`config.mk`:
```
export PLATFORM = sky130hd
export DESIGN_NAME = crc64_byte_engine_flat
export DESIGN_NICKNAME = d
export VERILOG_FILES = /design/src/rtl/crc64be_pkg.sv /design/src/rtl/crc64be_intf.sv /design/src/rtl/crc64_byte_engine.sv /design/src/flat_wrapper.sv
export SDC_FILE = /design/constraint.sdc
export NUM_CORES = 1
export LEC_CHECK = 0
export BUFFER_PORTS_ARGS = -buffer_cell sky130_fd_sc_hd__buf_4
export CAP_MARGIN = 15
export CORE_MARGIN = 5
export CORE_UTILIZATION = 50
export CTS_BUF_LIST = sky130_fd_sc_hd__clkbuf_2 sky130_fd_sc_hd__clkbuf_4 sky130_fd_sc_hd__clkbuf_8
export DETAILED_ROUTE_END_ITERATION = 16
export GPL_ROUTABILITY_DRIVEN = 0
export PLACE_DENSITY = 0.8
export SLEW_MARGIN = 5
export SYNTH_ARGS = -nofsm -noshare
export SYNTH_HDL_FRONTEND = slang
export SYNTH_SLANG_ARGS = --single-unit
```
`constraint.sdc`:
```
create_clock -name clk_i -period 4.45 [get_ports clk_i]
set_input_delay 0.2225 -clock clk_i [delete_from_list [all_inputs] [get_ports clk_i]]
set_output_delay 0.2225 -clock clk_i [all_outputs]
set_load 0.03 [all_outputs]
```
`src/rtl/crc64be_pkg.sv`:
```
// ----------------------------------------------------------------------------
// crc64be_pkg
// Constants and the byte fold function for the reflected CRC-64 (ISO) engine.
// ----------------------------------------------------------------------------
package crc64be_pkg;

  localparam int unsigned CrcWidth  = 64;
  localparam int unsigned ByteWidth = 8;

  localparam logic [CrcWidth-1:0] CrcPoly = 64'hd800_0000_0000_0000;

  // Folds one byte into the CRC, LSB first: eight shift/xor steps.
  function automatic logic [CrcWidth-1:0] crc_fold(
    input logic [CrcWidth-1:0]  acc,
    input logic [ByteWidth-1:0] data
  );
    logic [CrcWidth-1:0] r;
    r = acc ^ {{(CrcWidth-ByteWidth){1'b0}}, data};
    for (int k = 0; k < ByteWidth; k++) begin
      if (r[0]) begin
        r = (r >> 1) ^ CrcPoly;
      end else begin
        r = r >> 1;
      end
    end
    return r;
  endfunction

endpackage

```
`src/rtl/crc64be_intf.sv`:
```
// ----------------------------------------------------------------------------
// crc64be channel interfaces
// Valid/ready channels carrying input bytes and CRC result items.
// ----------------------------------------------------------------------------
interface crc64be_in_if;
  logic                               valid;
  logic                               ready;
  logic [crc64be_pkg::ByteWidth-1:0]  data_byte;
  logic                               first_byte;
  logic                               last_byte;

  modport source (output valid, output data_byte, output first_byte, output last_byte,
                  input ready);
  modport sink   (input valid, input data_byte, input first_byte, input last_byte,
                  output ready);
endinterface

interface crc64be_out_if;
  logic                               valid;
  logic                               ready;
  logic [crc64be_pkg::CrcWidth-1:0]   crc_value;
  logic                               is_final;

  modport source (output valid, output crc_value, output is_final, input ready);
  modport sink   (input valid, input crc_value, input is_final, output ready);
endinterface

```
`src/rtl/crc64_byte_engine.sv`:
```
// ----------------------------------------------------------------------------
// crc64_byte_engine
// Reflected CRC-64 (ISO polynomial), one byte per item, no final xor.
// ----------------------------------------------------------------------------
// Flow: an accepted item is registered in the input stage, then folded into the result register.
// Throughput: one item per cycle while the result channel is not stalled, set by the
// single-byte xor network between the input register and the result register.
// Reset: accumulator cleared to zero, both stages emptied.
// ----------------------------------------------------------------------------
module crc64_byte_engine (
  input  logic                   clk_i,
  input  logic                   rst_ni,
  crc64be_in_if.sink             in_i,
  crc64be_out_if.source          out_o
);

  logic                                s1_valid_q;
  logic [crc64be_pkg::ByteWidth-1:0]   s1_data_q;
  logic                                s1_first_q;
  logic                                s1_last_q;

  logic [crc64be_pkg::CrcWidth-1:0]    acc_q;
  logic [crc64be_pkg::CrcWidth-1:0]    acc_d;
  logic [crc64be_pkg::CrcWidth-1:0]    acc_base;

  logic                                out_valid_q;
  logic                                out_valid_d;
  logic [crc64be_pkg::CrcWidth-1:0]    out_crc_q;
  logic                                out_final_q;

  logic                                s1_adv;
  logic                                in_acc;

  assign s1_adv   = s1_valid_q && (!out_valid_q || out_o.ready);
  assign in_i.ready = !s1_valid_q || s1_adv;
  assign in_acc   = in_i.valid && in_i.ready;

  assign acc_base = s1_first_q ? '0 : acc_q;
  assign acc_d    = crc64be_pkg::crc_fold(acc_base, s1_data_q);

  always_comb begin
    priority if (s1_adv) begin
      out_valid_d = 1'b1;
    end else if (out_o.ready) begin
      out_valid_d = 1'b0;
    end else begin
      out_valid_d = out_valid_q;
    end
  end

  always_ff @(posedge clk_i or negedge rst_ni) begin
    if (!rst_ni) begin
      s1_valid_q  <= 1'b0;
      out_valid_q <= 1'b0;
      acc_q       <= '0;
    end else begin
      if (in_i.ready) begin
        s1_valid_q <= in_i.valid;
      end
      out_valid_q <= out_valid_d;
      if (s1_adv) begin
        acc_q <= acc_d;
      end
    end
  end

  always_ff @(posedge clk_i) begin
    if (in_acc) begin
      s1_data_q  <= in_i.data_byte;
      s1_first_q <= in_i.first_byte;
      s1_last_q  <= in_i.last_byte;
    end
    if (s1_adv) begin
      out_crc_q   <= acc_d;
      out_final_q <= s1_last_q;
    end
  end

  assign out_o.valid     = out_valid_q;
  assign out_o.crc_value = out_crc_q;
  assign out_o.is_final  = out_final_q;

endmodule

```
`src/flat_wrapper.sv`:
```
// flat-port wrapper written by rule: the top's interface ports become plain ports
module crc64_byte_engine_flat 
  (clk_i, rst_ni, in_i_valid, in_i_data_byte, in_i_first_byte, in_i_last_byte, in_i_ready, out_o_valid, out_o_crc_value, out_o_is_final, out_o_ready);
  crc64be_in_if in_i_i ();
  crc64be_out_if out_o_i ();
  input  logic clk_i;
  input  logic rst_ni;
  input wire logic [$bits(in_i_i.valid)-1:0] in_i_valid;
  input wire logic [$bits(in_i_i.data_byte)-1:0] in_i_data_byte;
  input wire logic [$bits(in_i_i.first_byte)-1:0] in_i_first_byte;
  input wire logic [$bits(in_i_i.last_byte)-1:0] in_i_last_byte;
  output wire logic [$bits(in_i_i.ready)-1:0] in_i_ready;
  output wire logic [$bits(out_o_i.valid)-1:0] out_o_valid;
  output wire logic [$bits(out_o_i.crc_value)-1:0] out_o_crc_value;
  output wire logic [$bits(out_o_i.is_final)-1:0] out_o_is_final;
  input wire logic [$bits(out_o_i.ready)-1:0] out_o_ready;
  assign in_i_i.valid = in_i_valid;
  assign in_i_i.data_byte = in_i_data_byte;
  assign in_i_i.first_byte = in_i_first_byte;
  assign in_i_i.last_byte = in_i_last_byte;
  assign in_i_ready = in_i_i.ready;
  assign out_o_valid = out_o_i.valid;
  assign out_o_crc_value = out_o_i.crc_value;
  assign out_o_is_final = out_o_i.is_final;
  assign out_o_i.ready = out_o_ready;
  crc64_byte_engine u_core (.clk_i(clk_i), .rst_ni(rst_ni), .in_i(in_i_i), .out_o(out_o_i));
endmodule
```
==> Word-level counts from Yosys, hierarchy flattened <==
Index checks and enable logic that the tools add are counted.
{ "word_totals": {"ff_bits": 141, "inputBits": 14, "out_inout_bits": 67, "elab_cells": 35} }
{ "classes": {"n_mux": 11, "bitwise_logic": 9, "n_reduce_logical": 7} }
{ "ops": {"columns": ["operator", "count"], "rows": [
  ["64-bit 2-to-1 mux", 9],
  ["64-bit by 8-bit XOR with 64-bit output", 1],
  ["3-bit inverter with 4-bit output", 8],
  ["1-bit logical AND", 2],
  ["1-bit logical NOT", 2],
  ["1-bit logical OR", 2],
  ["1-bit 2-to-1 mux", 2],
  ["2-bit nonzero test", 1]
]} }

==> Logic depth before layout (Yosys ltp) <==
{ "depth": {"ltp_word": 18, "depth_mapped": 6, "depth_no_buf": 5} }

==> Worst setup path after synthesis <==
OpenSTA, ideal clock, no wires.
{ "synth_path": {"path_kind": "flip-flop to flip-flop", "from": "reg u_core.out_valid_q (netlist: u_core.out_o.valid)", "to": "reg u_core.acc_q[53] in the netlist's numbering", "setup_time_ps": 125, "t_arrival_ps": 2258, "t_required_ps": 4325, "slack_ps": 2067, "stages_incl_launch_ff": 6, "n_path_buf": 1, "synth_period_minus_slack_ps": 2383, "cell_sequence": "dfrtp_1 > nand2b_1 > nand2_1 > inv_2 > buf_2 > mux2_2"} }
{ "synth_between": {"elab_chain_len": 3} }
{ "synth_rtl": {"columns": ["item", "line", "text"], "rows": [
  ["from (decl)", "crc64_byte_engine.sv:26", "logic out_valid_q;"],
  ["from (signal assigned)", "crc64_byte_engine.sv:60", "out_valid_q <= out_valid_d;"],
  ["1-bit logical NOT", "crc64_byte_engine.sv:34", "assign s1_adv = s1_valid_q && (!out_valid_q || out_o.ready);"],
  ["1-bit logical OR", "crc64_byte_engine.sv:34", null],
  ["1-bit logical AND", "crc64_byte_engine.sv:34", null],
  ["to (signal assigned)", "crc64_byte_engine.sv:55", "acc_q <= '0;"],
  ["to (signal assigned)", "crc64_byte_engine.sv:62", "acc_q <= acc_d;"],
  ["to (decl)", "crc64_byte_engine.sv:22", "logic [crc64be_pkg::CrcWidth-1:0] acc_q;"]
]} }
Every way passes these cells.
A chain may end at the register's enable or synchronous reset.

==> Final worst setup path <==
{ "layout_path": {"from": "reg u_core.out_valid_q (netlist: u_core.out_o.valid)", "to": "reg u_core.acc_q[23] in the netlist's numbering"} }
The elaborated chain is that of the path after synthesis.

==> impl_metrics.csv <==
group,metric,value,unit
worst_hold_path,hold_path.class,"input pin to flip-flop",
yosys,ys_ff_latch,141,
critical_path,crit_path_start_kind,"flip-flop",
clock_tree,postCtsSetupBuffers,0,
clock_tree,clk_latency,0.44,ns
critical_path,slowest_stage,"inv_4",
status,status,"completed",
critical_path,path_cells,"nand2b_1, nand2_1, inv_4, buf_12, mux2_2",
sta,slew_violations,0,
worst_hold_path,hold_path_depth,3,
worst_hold_path,min_from,"out_o_ready",
run,maxCapViolCount,0,
sta,max_freq,422,MHz
critical_path,crit_arrival,2.69,ns
detailed_routing,ant_nets,0,
sta,skew,0.0113,ns
final_layout,diodes,0,
critical_path,slowest_delay,0.78,ns
worst_hold_path,whs_endpoint,"u_core.out_o.valid",
sta,setup_viol,0,
global_routing,antenna_found_initial,0,
clock_tree,tritoncts,"built",
power,power,3.02,mW
detailed_routing,vias,3022,
floorplanning,core_region_area,10800,µm²
critical_path,cp.required,4.77,ns
sta,finalCritPeriodShare,0.532,
floorplanning,die_area,13300,µm²
power,peakVddDrop,0.170,mV
floorplanning,ios,81,
sta,final_hold_viol_count,0,
detailed_routing,vias_per_cell,5.05,
detailed_routing,drc,0,
sta,worst_slew_pin_slew,0.997,ns
global_routing,grt_usage,0.155,
yosys,yosysSeqAreaShare,0.705,
clock_tree,root_buffer,"clkbuf_8",
global_routing,overflow,0,
floorplanning,die_h,115,µm
power,p_leak,2.86,nW
sta,min_period,2.37,ns
yosys,synth_cells,347,
floorplanning,initial_core_util,0.511,
placement,dpl.hpwl,6510,µm
clock_tree,clk_pin_slew,0.08,ns
yosys,syn_area_per_cell,16.0,µm²
floorplanning,die_w,115,µm
power,power.density,447,nW/µm²
placement,portBuffers,80,
detailed_routing,dr.pass1.iters,4,
final_layout,drive_gt1_frac,0.384,
clock_tree,cts_max_path_buffers,2,
global_routing,grt_pass1_vias,3012,
yosys,yosysWarnings,0,
critical_path,worst-r2r-cell-count,5,
yosys,netlist_area,5540,µm²
sta,rsz0062_at_grt,"no",
clock_tree,cts_buffers,17,
detailed_routing,post_drt_wl_per_cell,16.0,µm
critical_path,path_class,"flip-flop to flip-flop",
clock_tree,clock_sinks,141,
detailed_routing,finalWirelength,9560,µm
yosys,synth_nets,361,
critical_path,reg2reg_from,"u_core.out_o.valid",
sta,worst_slack,2.08,ns
global_routing,grt_max_degree,85,
sta,finalSetupTns,0,ns
sta,slew_headroom,0.336,
placement,dpl_worst_slack,2.11,ns
critical_path,worst_setup_path_end_kind,"flip-flop",
clock_tree,htree_levels,4,
floorplanning,row_count,38,
critical_path,r2r_setup_slack,2.08,ns
final_layout,synthToLayoutAreaGrowth,21.8,%
critical_path,r2r_end,"u_core.acc_q[23]",
global_routing,grt_first_pass_wirelength,15400,µm
critical_path,worst-path-max-fanout,84,
final_layout,num-nets-final,459,
yosys,ys_types,32,
detailed_routing,drtIter0Drc,141,
power by group:
group	switching (mW)	leakage (nW)	total (mW)	internal, mW
registers	0.0715	1.61	1.62	1.55
clock network	0.492	0.171	0.883	0.391
logic	0.287	1.07	0.515	0.227
Yosys cell counts:
cell type | number | area [µm²]
edfxtp_1 | 75 | 2250
dfrtp_1 | 66 | 1650
mux2_2 | 58 | 653
nor2b_1 | 53 | 332
xnor2_1 | 19 | 166
nor2_1 | 11 | 41.3
buf_2 | 8 | 40.0
nand2_1 | 7 | 26.3
o21ai_0 | 6 | 30.0
clkbuf_1 | 5 | 18.8
nand2b_1 | 3 | 18.8
nor3_1 | 3 | 15.0
o21a_1 | 3 | 22.5
o31ai_1 | 3 | 22.5
or3_1 | 3 | 18.8
a211o_1 | 2 | 17.5
a22oi_1 | 2 | 15.0
a31oi_1 | 2 | 12.5
and4_4 | 2 | 22.5
o211ai_1 | 2 | 15.0
or3_4 | 2 | 22.5
xnor3_1 | 2 | 45.0
a211oi_1 | 1 | 7.51
and2_1 | 1 | 6.26
buf_1 | 1 | 3.75
clkbuf_2 | 1 | 5.00
inv_1 | 1 | 3.75
inv_2 | 1 | 3.75
nand3b_1 | 1 | 7.51
o211a_1 | 1 | 10.0
xor2_1 | 1 | 8.76
xor3_1 | 1 | 23.8
worst max-delay path: cells and delay by family (launching register included):
kind	cells	cell delay, ns
flip-flops	1	0.40
multiplexers	1	0.37
buffers and inverters	2	1.11
AND/OR/NAND/NOR	2	0.30
kinds of logic after synthesis:
logic type	after synthesis	share of synthesized area
multiplexers	58	0.118
AND/OR/NAND/NOR	86	0.0922
flip-flops	141	0.705
buffers and inverters	17	0.0136
XOR/XNOR	23	0.0440
AO/OA/AOI/OAI	22	0.0276
final cells by class:
cell class,count,area [µm²]
clock buffer,17,234
inverter,2,10.0
tap,140,175
multi-input combinational,189,1560
fill,781,4090
clock inverter,15,115
sequential,141,3900
timing repair buffer,94,748
metal layers:
layer  track usage  part of all wire  wire length, µm  up-vias
met4        0.0556             0.010               99        0
li1              -                 -                -     1436
met3        0.0521             0.065              622        9
met5             0                 0                0        -
met2         0.247              0.49             4660       86
met1         0.200              0.44             4180     1491
stage by stage:
stage	util	hold slack, ns	instances	cell area, µm²
after detailed placement	0.579	0.388	554	6280
after CTS	0.622	0.0437	598	6750
after global routing	0.622	0.0777	598	6750
after floorplan	-	-0.0731	347	5540
final	0.622	0.0698	598	6750
after global placement	0.579	0.380	554	6280
registers in the layout (all words and copies together) (netlist names):
register / count
u_core.s1_last_q: 1
u_core.s1_first_q: 1
u_core.out_o.is_final: 1
u_core.out_o.crc_value: 64
u_core.acc_q: 64
u_core.out_o.valid: 1
u_core.s1_valid_q: 1
u_core.s1_data_q: 8
worst max path at each step:
stage / start / end / slack, ns / depth (start not counted)
6_report: u_core.out_o.valid / u_core.acc_q[23] / 2.08 / 5
3_3_place_gp: u_core.out_o.valid / u_core.acc_q[23] / 2.18 / 5
3_5_place_dp: u_core.out_o.valid / u_core.acc_q[23] / 2.11 / 5
5_1_grt: u_core.out_o.valid / u_core.acc_q[16] / 1.91 / 5
2_1_floorplan: u_core.out_o.valid / u_core.acc_q[53] / 2.07 / 5
4_1_cts: u_core.out_o.valid / u_core.acc_q[16] / 2.08 / 5
cells in the final DEF (no fill, tap or decap), types with 2 or more instances in the layout:
cell type      count
o21a_1             3
nand2_1            7
a31oi_1            2
inv_6              4
nor2_1            11
and4_4             2
dfrtp_1           66
a211o_1            2
or3_4              2
clkinvlp_4         3
o31ai_1            3
clkinv_4           5
edfxtp_1          75
o211ai_1           2
clkinv_2           2
mux2_2            58
nor2b_1           53
or3_1              3
clkbuf_8          17
xnor3_1            2
buf_4             81
xnor2_1           19
dlygate4sd3_1     12
nand2b_1           3
a22oi_1            2
o21ai_0            6
nor3_1             3
repair_timing:
| action | CTS | global route |
|---|---|---|
| gates resized for setup | 0 | 0 |
| hold buffers | 12 | 0 |
| hold endpoints to repair | 77 | 0 |
Note: power is estimated with default switching activity, not from simulation.
